### config.mk
export PLATFORM = sky130hd
export DESIGN_NAME = escape_sequence_decoder_top
export DESIGN_NICKNAME = d
export VERILOG_FILES = /design/src/esd_pkg.sv /design/src/escape_sequence_decoder_top.sv /design/src/esd_front.sv /design/src/esd_queue.sv /design/src/esd_back.sv
export SDC_FILE = /design/constraint.sdc
export NUM_CORES = 1
export LEC_CHECK = 0
export ABC_AREA = 1
export BUFFER_PORTS_ARGS = -buffer_cell sky130_fd_sc_hd__buf_2
export CORE_MARGIN = 4
export CORE_UTILIZATION = 45
export DETAILED_ROUTE_END_ITERATION = 8
export GPL_TIMING_DRIVEN = 0
export PLACE_DENSITY_LB_ADDON = 0.12
export SETUP_SLACK_MARGIN = 0.15
export SLEW_MARGIN = 15
export SYNTH_ARGS = -nofsm -noshare
export SYNTH_HDL_FRONTEND = slang
export SYNTH_SLANG_ARGS = --single-unit
### constraint.sdc
create_clock -name aclk -period 14.3 [get_ports aclk]
set_clock_uncertainty 0.15 [all_clocks]
set_input_delay 0.715 -clock aclk [delete_from_list [all_inputs] [get_ports aclk]]
set_output_delay 0.715 -clock aclk [all_outputs]
set_load 0.02 [all_outputs]
### src/esd_pkg.sv
// Package for the escape sequence decoder: result kinds, the result bundle
// passed from the front end to the back end, character codes and the hex digit decode.
// No dependencies.
package esd_pkg;

    localparam int ESD_QUEUE_DEPTH = 4;
    localparam int ESD_MAX_RESULTS = 3;

    localparam logic [31:0] CP_LIMIT = 32'h0010_FFFF;

    localparam logic [7:0] CH_NEWLINE = 8'h0A;
    localparam logic [7:0] CH_DQUOTE  = 8'h22;
    localparam logic [7:0] CH_QUOTE   = 8'h27;
    localparam logic [7:0] CH_BSLASH  = 8'h5C;
    localparam logic [7:0] CH_UPPER_N = 8'h4E;
    localparam logic [7:0] CH_UPPER_U = 8'h55;
    localparam logic [7:0] CH_LOWER_A = 8'h61;
    localparam logic [7:0] CH_LOWER_B = 8'h62;
    localparam logic [7:0] CH_LOWER_F = 8'h66;
    localparam logic [7:0] CH_LOWER_N = 8'h6E;
    localparam logic [7:0] CH_LOWER_R = 8'h72;
    localparam logic [7:0] CH_LOWER_T = 8'h74;
    localparam logic [7:0] CH_LOWER_U = 8'h75;
    localparam logic [7:0] CH_LOWER_V = 8'h76;
    localparam logic [7:0] CH_LOWER_X = 8'h78;

    localparam logic [31:0] CP_BELL = 32'h07;
    localparam logic [31:0] CP_BS   = 32'h08;
    localparam logic [31:0] CP_FF   = 32'h0C;
    localparam logic [31:0] CP_LF   = 32'h0A;
    localparam logic [31:0] CP_CR   = 32'h0D;
    localparam logic [31:0] CP_TAB  = 32'h09;
    localparam logic [31:0] CP_VT   = 32'h0B;

    typedef enum logic [1:0] {
        KIND_CP  = 2'd0,
        KIND_END = 2'd1,
        KIND_ERR = 2'd2
    } kind_t;

    typedef struct packed {
        logic [31:0] code_point;
        kind_t       kind;
    } result_t;

    typedef struct packed {
        logic [1:0]  count;
        result_t [ESD_MAX_RESULTS-1:0] res;
    } bundle_t;

    // Returns the digit value in the low four bits and a valid flag in the top bit.
    function automatic logic [4:0] hex_digit(input logic [7:0] b);
        logic [4:0] r;
        r = 5'd0;
        if (b >= 8'h30 && b <= 8'h39) begin
            r = {1'b1, b[3:0]};
        end else if ((b >= 8'h61 && b <= 8'h66) || (b >= 8'h41 && b <= 8'h46)) begin
            r = {1'b1, b[3:0] + 4'd9};
        end
        return r;
    endfunction

endpackage

### src/escape_sequence_decoder_top.sv
// The results of a byte are written into the queue, then loaded one at a time into the output
// register. Throughput: one byte per cycle while m_tready is high and each byte gives at most
// one result; a byte that gives two or three results holds the output register until each
// has left, and QUEUE_DEPTH queued bundles absorb the difference before s_tready falls.
// Reset (aresetn low, synchronous) clears the decode state, empties the queue and drops
// any result held in the output register.
module escape_sequence_decoder_top
    import esd_pkg::*;
#(
    parameter int QUEUE_DEPTH = ESD_QUEUE_DEPTH
)
(
    input  logic        aclk,
    input  logic        aresetn,
    input  logic        s_tvalid,
    output logic        s_tready,
    input  logic [7:0]  s_tdata,   // byte_in
    input  logic        s_tlast,   // end_of_string
    output logic        m_tvalid,
    input  logic        m_tready,
    output logic [31:0] m_tdata,   // code_point
    output logic [1:0]  m_tuser,   // kind
    output logic        m_tlast    // run_last
);

    logic    in_fire;
    logic    push;
    logic    pop;
    logic    full;
    logic    empty;
    bundle_t front_bundle;
    bundle_t head;
    kind_t   out_kind;

    assign s_tready = !full;
    assign in_fire  = s_tvalid && s_tready;

    esd_front u_front (
        .aclk          (aclk),
        .aresetn       (aresetn),
        .in_fire       (in_fire),
        .byte_in       (s_tdata),
        .end_of_string (s_tlast),
        .push          (push),
        .bundle        (front_bundle)
    );

    esd_queue #(
        .QUEUE_DEPTH (QUEUE_DEPTH)
    ) u_queue (
        .aclk      (aclk),
        .aresetn   (aresetn),
        .push      (push),
        .push_data (front_bundle),
        .pop       (pop),
        .head      (head),
        .full      (full),
        .empty     (empty)
    );

    esd_back u_back (
        .aclk           (aclk),
        .aresetn        (aresetn),
        .head           (head),
        .empty          (empty),
        .pop            (pop),
        .out_valid      (m_tvalid),
        .out_ready      (m_tready),
        .out_code_point (m_tdata),
        .out_kind       (out_kind),
        .out_last       (m_tlast)
    );

    assign m_tuser = out_kind;

endmodule

### src/esd_front.sv
// Front end of the escape sequence decoder: accepts one byte per beat, tracks the
// escape state and packs the results of each byte into a bundle.
// Depends on esd_pkg.
module esd_front
    import esd_pkg::*;
(
    input  logic        aclk,
    input  logic        aresetn,
    input  logic        in_fire,
    input  logic [7:0]  byte_in,
    input  logic        end_of_string,
    output logic        push,
    output bundle_t     bundle
);

    typedef enum logic [4:0] {
        M_NORMAL = 5'b00001,
        M_ESC    = 5'b00010,
        M_OCT    = 5'b00100,
        M_HEX    = 5'b01000,
        M_DROP   = 5'b10000
    } mode_t;

    mode_t       mode_reg, mode_next;
    logic [3:0]  count_reg, count_next;
    logic [3:0]  needed_reg, needed_next;
    logic [31:0] accum_reg, accum_next;
    logic        wide_reg, wide_next;

    logic [31:0] cp_arr [ESD_MAX_RESULTS];
    kind_t       kind_arr [ESD_MAX_RESULTS];
    logic [1:0]  k;
    logic        err;
    logic [4:0]  hex;

    always_comb begin
        mode_next   = mode_reg;
        count_next  = count_reg;
        needed_next = needed_reg;
        accum_next  = accum_reg;
        wide_next   = wide_reg;
        err         = 1'b0;
        k           = 2'd0;
        hex         = hex_digit(byte_in);
        for (int i = 0; i < ESD_MAX_RESULTS; i++) begin
            cp_arr[i]   = 32'd0;
            kind_arr[i] = KIND_CP;
        end

        unique case (mode_reg)
            M_ESC: begin
                mode_next = M_NORMAL;
                if (byte_in[7:3] == 5'b00110) begin
                    accum_next = {29'd0, byte_in[2:0]};
                    count_next = 4'd1;
                    mode_next  = M_OCT;
                end else if (byte_in == CH_LOWER_X || byte_in == CH_LOWER_U
                             || byte_in == CH_UPPER_U) begin
                    accum_next  = 32'd0;
                    count_next  = 4'd0;
                    needed_next = (byte_in == CH_LOWER_X) ? 4'd2 :
                                  ((byte_in == CH_LOWER_U) ? 4'd4 : 4'd8);
                    wide_next   = (byte_in == CH_UPPER_U);
                    mode_next   = M_HEX;
                end else if (byte_in == CH_UPPER_N) begin
                    err = 1'b1;
                end else if (byte_in == CH_NEWLINE) begin
                    k = 2'd0;
                end else begin
                    k = 2'd1;
                    unique case (byte_in)
                        CH_BSLASH:  cp_arr[0] = {24'd0, CH_BSLASH};
                        CH_QUOTE:   cp_arr[0] = {24'd0, CH_QUOTE};
                        CH_DQUOTE:  cp_arr[0] = {24'd0, CH_DQUOTE};
                        CH_LOWER_A: cp_arr[0] = CP_BELL;
                        CH_LOWER_B: cp_arr[0] = CP_BS;
                        CH_LOWER_F: cp_arr[0] = CP_FF;
                        CH_LOWER_N: cp_arr[0] = CP_LF;
                        CH_LOWER_R: cp_arr[0] = CP_CR;
                        CH_LOWER_T: cp_arr[0] = CP_TAB;
                        CH_LOWER_V: cp_arr[0] = CP_VT;
                        default: begin
                            // An unknown escape keeps both the backslash and the byte.
                            cp_arr[0] = {24'd0, CH_BSLASH};
                            cp_arr[1] = {24'd0, byte_in};
                            k         = 2'd2;
                        end
                    endcase
                end
            end
            M_OCT: begin
                if (byte_in[7:3] == 5'b00110) begin
                    accum_next = {accum_reg[28:0], byte_in[2:0]};
                    count_next = count_reg + 4'd1;
                    if (count_next >= 4'd3) begin
                        cp_arr[k] = accum_next;
                        k         = k + 2'd1;
                        mode_next = M_NORMAL;
                    end
                end else begin
                    cp_arr[k] = accum_reg;
                    k         = k + 2'd1;
                    mode_next = M_NORMAL;
                    if (byte_in != CH_BSLASH || end_of_string) begin
                        cp_arr[k] = {24'd0, byte_in};
                        k         = k + 2'd1;
                    end else begin
                        mode_next = M_ESC;
                    end
                end
            end
            M_HEX: begin
                if (!hex[4]) begin
                    err = 1'b1;
                end else begin
                    accum_next = {accum_reg[27:0], hex[3:0]};
                    count_next = count_reg + 4'd1;
                    if (count_next >= needed_reg) begin
                        mode_next = M_NORMAL;
                        if (wide_reg && accum_next > CP_LIMIT) begin
                            err = 1'b1;
                        end else begin
                            cp_arr[k] = accum_next;
                            k         = k + 2'd1;
                        end
                    end
                end
            end
            M_DROP: begin
                k = 2'd0;
            end
            default: begin
                mode_next = M_NORMAL;
                if (byte_in != CH_BSLASH || end_of_string) begin
                    cp_arr[k] = {24'd0, byte_in};
                    k         = k + 2'd1;
                end else begin
                    mode_next = M_ESC;
                end
            end
        endcase

        if (err) begin
            kind_arr[k] = KIND_ERR;
            k           = k + 2'd1;
            mode_next   = end_of_string ? M_NORMAL : M_DROP;
        end else if (end_of_string) begin
            if (mode_next == M_OCT) begin
                cp_arr[k]   = accum_next;
                k           = k + 2'd1;
                kind_arr[k] = KIND_END;
                k           = k + 2'd1;
            end else if (mode_next == M_HEX) begin
                kind_arr[k] = KIND_ERR;
                k           = k + 2'd1;
            end else if (mode_next != M_DROP) begin
                kind_arr[k] = KIND_END;
                k           = k + 2'd1;
            end
            mode_next = M_NORMAL;
        end
    end

    always_comb begin
        bundle.count = k;
        for (int i = 0; i < ESD_MAX_RESULTS; i++) begin
            bundle.res[i].code_point = cp_arr[i];
            bundle.res[i].kind       = kind_arr[i];
        end
    end

    assign push = in_fire && (k != 2'd0);

    always_ff @(posedge aclk) begin
        if (!aresetn) begin
            mode_reg   <= M_NORMAL;
            count_reg  <= 4'd0;
            needed_reg <= 4'd0;
            accum_reg  <= 32'd0;
            wide_reg   <= 1'b0;
        end else if (in_fire) begin
            mode_reg   <= mode_next;
            count_reg  <= count_next;
            needed_reg <= needed_next;
            accum_reg  <= accum_next;
            wide_reg   <= wide_next;
        end
    end

    a_eos_returns_normal: assert property (@(posedge aclk) disable iff (!aresetn)
        (in_fire && end_of_string) |=> (mode_reg == M_NORMAL))
        else $error("decoder not back in normal mode after the last byte of a string");

    a_drop_silent: assert property (@(posedge aclk) disable iff (!aresetn)
        (in_fire && mode_reg == M_DROP && !end_of_string) |-> !push)
        else $error("results produced while dropping the rest of a string");

endmodule

### src/esd_queue.sv
// Short queue of result bundles between the front end and the back end.
// Depends on esd_pkg.
module esd_queue
    import esd_pkg::*;
#(
    parameter int QUEUE_DEPTH = ESD_QUEUE_DEPTH
)
(
    input  logic    aclk,
    input  logic    aresetn,
    input  logic    push,
    input  bundle_t push_data,
    input  logic    pop,
    output bundle_t head,
    output logic    full,
    output logic    empty
);

    localparam int PtrW = (QUEUE_DEPTH > 1) ? $clog2(QUEUE_DEPTH) : 1;
    localparam int CntW = $clog2(QUEUE_DEPTH + 1);
    localparam logic [PtrW-1:0] LastPtr = PtrW'(QUEUE_DEPTH - 1);
    localparam logic [CntW-1:0] FullCnt = CntW'(QUEUE_DEPTH);

    bundle_t         entries_reg [QUEUE_DEPTH];
    logic [PtrW-1:0] wr_ptr_reg, wr_ptr_next;
    logic [PtrW-1:0] rd_ptr_reg, rd_ptr_next;
    logic [CntW-1:0] fill_reg, fill_next;

    assign full  = (fill_reg == FullCnt);
    assign empty = (fill_reg == '0);
    assign head  = entries_reg[rd_ptr_reg];

    always_comb begin
        wr_ptr_next = wr_ptr_reg;
        rd_ptr_next = rd_ptr_reg;
        fill_next   = fill_reg;
        if (push) begin
            wr_ptr_next = (wr_ptr_reg == LastPtr) ? '0 : wr_ptr_reg + 1'b1;
        end
        if (pop) begin
            rd_ptr_next = (rd_ptr_reg == LastPtr) ? '0 : rd_ptr_reg + 1'b1;
        end
        if (push && !pop) begin
            fill_next = fill_reg + 1'b1;
        end else if (pop && !push) begin
            fill_next = fill_reg - 1'b1;
        end
    end

    always_ff @(posedge aclk) begin
        if (!aresetn) begin
            wr_ptr_reg <= '0;
            rd_ptr_reg <= '0;
            fill_reg   <= '0;
        end else begin
            wr_ptr_reg <= wr_ptr_next;
            rd_ptr_reg <= rd_ptr_next;
            fill_reg   <= fill_next;
        end
    end

    always_ff @(posedge aclk) begin
        if (push) begin
            entries_reg[wr_ptr_reg] <= push_data;
        end
    end

    a_no_overflow: assert property (@(posedge aclk) disable iff (!aresetn)
        full |-> !push)
        else $error("bundle pushed into a full queue");

    a_no_underflow: assert property (@(posedge aclk) disable iff (!aresetn)
        empty |-> !pop)
        else $error("bundle popped from an empty queue");

endmodule

### src/esd_back.sv
// Back end of the escape sequence decoder: walks the results of the bundle at the
// head of the queue and presents them one per beat from an output register.
// Depends on esd_pkg.
module esd_back
    import esd_pkg::*;
(
    input  logic        aclk,
    input  logic        aresetn,
    input  bundle_t     head,
    input  logic        empty,
    output logic        pop,
    output logic        out_valid,
    input  logic        out_ready,
    output logic [31:0] out_code_point,
    output kind_t       out_kind,
    output logic        out_last
);

    logic [1:0]  idx_reg, idx_next;
    logic        valid_reg, valid_next;
    logic [31:0] cp_reg;
    kind_t       kind_reg;
    logic        last_reg;
    logic        load;
    logic        at_last;
    result_t     cur;

    assign load    = !empty && (!valid_reg || out_ready);
    assign at_last = (idx_reg == head.count - 2'd1);
    assign cur     = head.res[idx_reg];
    assign pop     = load && at_last;

    always_comb begin
        idx_next   = idx_reg;
        valid_next = valid_reg;
        if (load) begin
            idx_next   = at_last ? 2'd0 : idx_reg + 2'd1;
            valid_next = 1'b1;
        end else if (out_ready) begin
            valid_next = 1'b0;
        end
    end

    always_ff @(posedge aclk) begin
        if (!aresetn) begin
            idx_reg   <= 2'd0;
            valid_reg <= 1'b0;
        end else begin
            idx_reg   <= idx_next;
            valid_reg <= valid_next;
        end
    end

    always_ff @(posedge aclk) begin
        if (load) begin
            cp_reg   <= cur.code_point;
            kind_reg <= cur.kind;
            last_reg <= at_last;
        end
    end

    assign out_valid      = valid_reg;
    assign out_code_point = cp_reg;
    assign out_kind       = kind_reg;
    assign out_last       = last_reg;

    a_idx_in_bundle: assert property (@(posedge aclk) disable iff (!aresetn)
        !empty |-> (idx_reg < head.count))
        else $error("result index beyond the bundle at the queue head");

    a_idx_clear_when_empty: assert property (@(posedge aclk) disable iff (!aresetn)
        empty |-> (idx_reg == 2'd0))
        else $error("result index left mid-bundle with an empty queue");

endmodule
=== Word-level counts from Yosys, hierarchy flattened ===
Memories as Yosys holds them, arrays and structs flattened. A register that Yosys moved wholly into a read port is not among the register bits.
Cells that the tools add are included.

* Mux-type cells: 93
* Add/subtract/negate cells: 10
* Order comparisons: 14
* Bitwise gates (word level): 3
* Equal/unequal tests: 31
* Reduce and logical (&&, ||, !) cells: 30

{| class="wikitable"
|+ Operators with widths
! cell !! number
|-
| $mux 32 || 11
|-
| $mux 96 || 3
|-
| $mux 64 || 4
|-
| $pmux 32 s4 || 1
|-
| $bwmux 96 || 1
|-
| $eq 8x7->1 const B || 12
|-
| $pmux 32 s3 || 1
|-
| $bmux 34 s2 || 1
|-
| $demux 32 s2 || 1
|-
| $pmux 32 s2 || 1
|-
| $pmux 7 s9 || 1
|-
| $mux 5 || 11
|-
| $mux 2 || 22
|-
| $mux 34 || 1
|-
| $gt 32x21->1 const B || 1
|-
| $mux 4 || 7
|-
| $mux 6 || 4
|-
| $pmux 5 s4 || 1
|-
| $eq 8x6->1 const B || 2
|-
| $ge 8x7->1 const B || 2
|-
| $le 8x7->1 const B || 2
|-
| $mux 8 || 2
|-
| $eq 5x3->1 const B || 3
|-
| $mux 1 || 13
|-
| other kinds (40) || 73
|}

* Memory bits (writable): 416
* Memories kept: 1
* Flip-flop bits (word level): 91
* Output and inout port bits: 37
* Word-level logic and storage cells: 195

{| class="wikitable"
|+ Memory list
! memory !! depth !! bits a word !! rd ports !! clocked after Yosys merged registers in !! write ports !! RTL line !! RTL
|-
| u_queue.entries_reg || 4 || 104 || 1 || 1 || 1 || esd_queue.sv:24 || <nowiki>bundle_t entries_reg [QUEUE_DEPTH];</nowiki>
|}

=== Depth between registers and ports, before layout ===
* Word-level depth: 23
* Gate-level depth with buffers: 27
* Depth with buffers taken out: 27

=== Modules after synthesis ===
Synthesis repeated with hierarchy kept, for this count alone.

* Cell total of the unflattened synthesis: 2279
* Area, all modules: 23497.5 um2

{| class="wikitable"
|+ By module, submodules not included
! module !! area an instance (um2) !! cells an instance !! sequential area each (um2) !! instances
|-
| esd_queue || 16034.1 || 1064 || 12672.2 || 1
|-
| esd_front || 5326.4 || 990 || 900.9 || 1
|-
| esd_back || 2123.3 || 222 || 1111.1 || 1
|-
| escape_sequence_decoder_top || 13.8 || 3 || 0.0 || 1
|}

=== Least setup slack after synthesis ===
No wires, ideal clock.

* Path kind: input to register
* From: input port s_tdata[0]
* To: memory u_queue.entries_reg[0][0] in the netlist's numbering (enable)
* Cell stages on the path: 18
* Data arrival time: 7.144 ns
* Path slack: 6.438 ns
* Buffers on the path: 0
* Cells stage by stage: inv_1 -> ha_1 -> inv_1 -> nor2_1 -> nand2_1 -> nand3_2 -> nor3_2 -> nand3_1 -> nand2_1 -> inv_1 -> ha_1 -> o21ai_0 -> nand2_1 -> nand3_1 -> nand2_1 -> nand2_2 -> nand2_1 -> nor2_1

* Longest elaborated chain between the ends: 21
* Elaborated cells between the ends (all ways): 74
* Classes of those cells: 3 x add/sub; 7 x order compare; 19 x eq/ne; 34 x mux; 11 x reduce/logical

{| class="wikitable"
|+ RTL lines
! element !! RTL line !! RTL
|-
| start: declaration || escape_sequence_decoder_top.sv:17 || <nowiki>input logic [7:0] s_tdata,</nowiki>
|-
| parallel branches: the longest is 16 deep, another holds $gt 32x21->1 || n/a ||
|-
| $mux 2 (*) || esd_front.sv:143 || <nowiki>if (err) begin</nowiki>
|-
| $reduce_bool 2->1 (*) || esd_front.sv:172 || <nowiki>assign push = in_fire && (k != 2'd0);</nowiki>
|-
| $logic_and 1x1->1 (*) || esd_front.sv:172 ||
|-
| $mux 1 (*) || esd_queue.sv:63 || <nowiki>if (push) begin</nowiki>
|-
| $mux 1 (not written as such) (*) || esd_queue.sv:64 || <nowiki>entries_reg[wr_ptr_reg] <= push_data;</nowiki>
|-
| end: declaration || esd_queue.sv:24 ||
|}

Every way passes the cells marked *.

=== Worst setup path in the final report ===
* From: input port s_tdata[1]
* To: memory u_queue.entries_reg[2][41] in the netlist's numbering (enable)

The elaborated chain is that of the path after synthesis.

==> results.cfg <==
[timing]
period_share_pct = 36.8
maxSlewViolCount = 0
fmax_mhz = 190
setup_tns_ns = 0
hold_slack_ns = 0.305
period_needed_ns = 5.26
finalHoldViolations = 0
tightest_slew_ns = 1.23
slew_headroom_pct = 17.8
setup_viol = 0
setup_slack_ns = 9.04
rsz0062_at_grt = false

[final_layout]
finalNetCount = 2248
fin_util_pct = 52.0
layout_commonest_cell = edfxtp_1
diodes = 0
nFillCells = 4482
drive_gt1_share_pct = 9.57
area_delta_synth_final_pct = 14.5
largest_register_ff_count = 416
multi_input_area_mm2 = 0.00679
layout_common_cells = edfxtp_1 (451), o21ai_0 (304), nor2_1 (273), nand2_1 (211), inv_1 (195)
seq_area_mm2 = 0.0147

[drt]
routedWlPerCell_um = 24.8
vias = 17163
drtIter0Drc = 1908
drtPass1Iterations = 5
drt_wl_total_mm = 72.6
remaining_drc_errors = 0
ant_nets = 0
via_per_inst = 5.86

[power_and_ir_drop]
p_int_mw = 2.89
p_clk_share_pct = 29.8
irDropWorstVdd_v = 0.0000934
power_switching_mw = 1.50
swShare_pct = 34.1
power.density_mw_per_mm2 = 168
pwr-share-seq_pct = 42.4
power.leakage_nw = 9.49
comb_power_share_pct = 27.8

[worst_setup_path]
critPathTopFamily = simple AND/OR/NAND/NOR gates
end_kind = flip-flop
cp_data_required_time_ns = 14.46
critPathMaxStageDelay_ns = 0.41
start_kind = input pin
cp_max_fo = 23
path_common_cell = nand2_1
critPathBufInv = 9
crit_chain = buf_2 > inv_1 > ha_1 > inv_1 > nor2_1 > nand2_1 > nand3_2 > nor3_2 > nand3_1 > nand2_1 > inv_1 > ha_1 > o21ai_0 > nand2_1 > nand3_1 > nand2_1 > nand2_2 > nand2_1 > nor2_4 > buf_12 > buf_12 > buf_16 > buf_12 > buf_16
cp_slowest_cell = nor2_4
critical_path_class = in2reg
crit_arrival_ns = 5.42

[place]
place.gp.congestion = 0.970
post-dp-hpwl_mm = 51.4
port_buffers = 48
place_ws_ns = 8.42

[cts]
clk_pin_slew_ns = 0.06
postCtsSetupBuffers = 0
root_buffer = clkbuf_16
cts_buffer_depth = 3
cts-htree-levels = 2
clk-insertion-delay-late_ns = 0.61
cts_tree = done
numCtsBuffers = 52
cts_resized = 0
cts_hold_buffers = 0
clock_sinks = 508

[logic_synthesis]
synthArstFlopShare_pct = 0
syn_inst = 2090
syn_area_per_cell_um2 = 10.9
ys_warn_count = 0
syn-cell-area_mm2 = 0.0227
yosysTopAreaCell = edfxtp_1
synth-seq-area-share_pct = 64.6
synth.top_cell.area_share_pct = 59.6
yosys_most_used_dff = edfxtp_1
synth_edf_count = 451
syn-num-nets = 2123
synth_area_leaders = edfxtp_1 (60%), o21ai_0 (6.7%), dfxtp_1 (5.0%)
synth.distinct_cells = 51
ys_ff_latch = 508

[run]
max_cap_violations = 0

[grt]
grt_use_total_pct = 26.5
met1_usage_pct = 36.2
grt_overflow = 0
grt_pass1_wl_mm = 107
antenna_found_initial = 2
use_met3_pct = 4.43
grtUsageMet2_pct = 42.9
grt_max_degree = 24
busiest_layer = met2
grt_pass1_vias = 16659

[floorplanning]
die_y_um = 233
rows = 82
dieWidth_um = 233
start_util_pct = 45.4
pin_count = 50
coreArea_mm2 = 0.0501
die_area_mm2 = 0.0542

[run_status]
status = completed

[min_path]
hp-class = in2reg
worst paths after layout:
| path | from | end | slack [ns] | cells past startpoint |
|---|---|---|---|---|
| min | aresetn | u_queue.fill_reg[1] | 0.31 | 3 |
| max | s_tdata[1] | u_queue.entries_reg[2][41] | 9.04 | 24 |
| min reg2reg | u_front.needed_reg[2] | u_front.needed_reg[2] | 0.33 | 2 |
| max reg2reg | u_front.count_reg[1] | u_queue.entries_reg[2][41] | 9.17 | 23 |
worst min-delay path: cells and delay by family:
| family | cells | cell delay, ns |
|---|---|---|
| compound gates | 2 | 0.13 |
| buf+inv | 1 | 0.15 |
Yosys cell counts (3+ instances only):
| library cell | n |
|---|---|
| o22ai_1 | 73 |
| nand3_1 | 43 |
| a32o_1 | 20 |
| a21oi_1 | 92 |
| buf_1 | 6 |
| o211ai_1 | 23 |
| and3_1 | 22 |
| nor2_1 | 277 |
| nor4_1 | 3 |
| a21o_1 | 22 |
| nand3_2 | 5 |
| xor2_1 | 5 |
| o21ai_0 | 304 |
| inv_1 | 195 |
| nand2_2 | 3 |
| nand4_1 | 5 |
| buf_6 | 5 |
| a211oi_1 | 4 |
| inv_2 | 7 |
| nand2_1 | 211 |
| edfxtp_1 | 451 |
| a31oi_1 | 3 |
| buf_2 | 10 |
| dfxtp_1 | 57 |
| nor2_4 | 5 |
| o221ai_1 | 64 |
| ha_1 | 19 |
| nor3_1 | 5 |
| o221ai_2 | 18 |
| clkbuf_1 | 104 |
power groups by stage:
stage          sequential (mW)  combinational (mW)  clock [mW]
6_report                  1.86                1.22        1.31
5_1_grt                   1.87                1.31        1.39
4_1_cts                   1.86                1.21        1.33
3_5_place_dp              1.89                1.21           0
3_3_place_gp              1.93                1.14           0
2_1_floorplan             1.98               0.600           0
final cells by class:
cell class,instances,share of cell area [%]
repair buffers,71,3.04
inverters,205,2.96
clock inverters,35,1.02
plain buffers,128,2.07
flip-flops and latches,508,56.4
well taps,672,3.23
multi-input cells,1249,26.1
clock buffers,62,5.22
routing by layer:
layer	vias up	share of wire, %
met2	715	47
li1	7812	-
met3	153	7.3
met4	0	3.9
met1	8483	42
met5	-	0
cells by family (layout without fill, tap and decap cells):
group                      after synthesis  in the layout  synth area share (%)
adders and majority gates               20             20                  1.13
DFF                                    508            508                  64.6
AOI/OAI and AO/OA                      634            634                  17.4
buffers and inverters                  333            501                  5.76
xor gates and xnor gates                 5              5                 0.193
and+or+nand+nor                        590            590                  11.0
per-stage QoR:
stage	instances	total power [mW]	cell area (um2)
final	2930	4.38	26000
after global routing	2930	4.57	26000
after CTS	2930	4.40	26000
after detailed placement	2833	3.10	24400
after global placement	2810	3.07	23800
after floorplan	2090	2.58	22700
No activity file was read; power rests on OpenSTA's default activity.
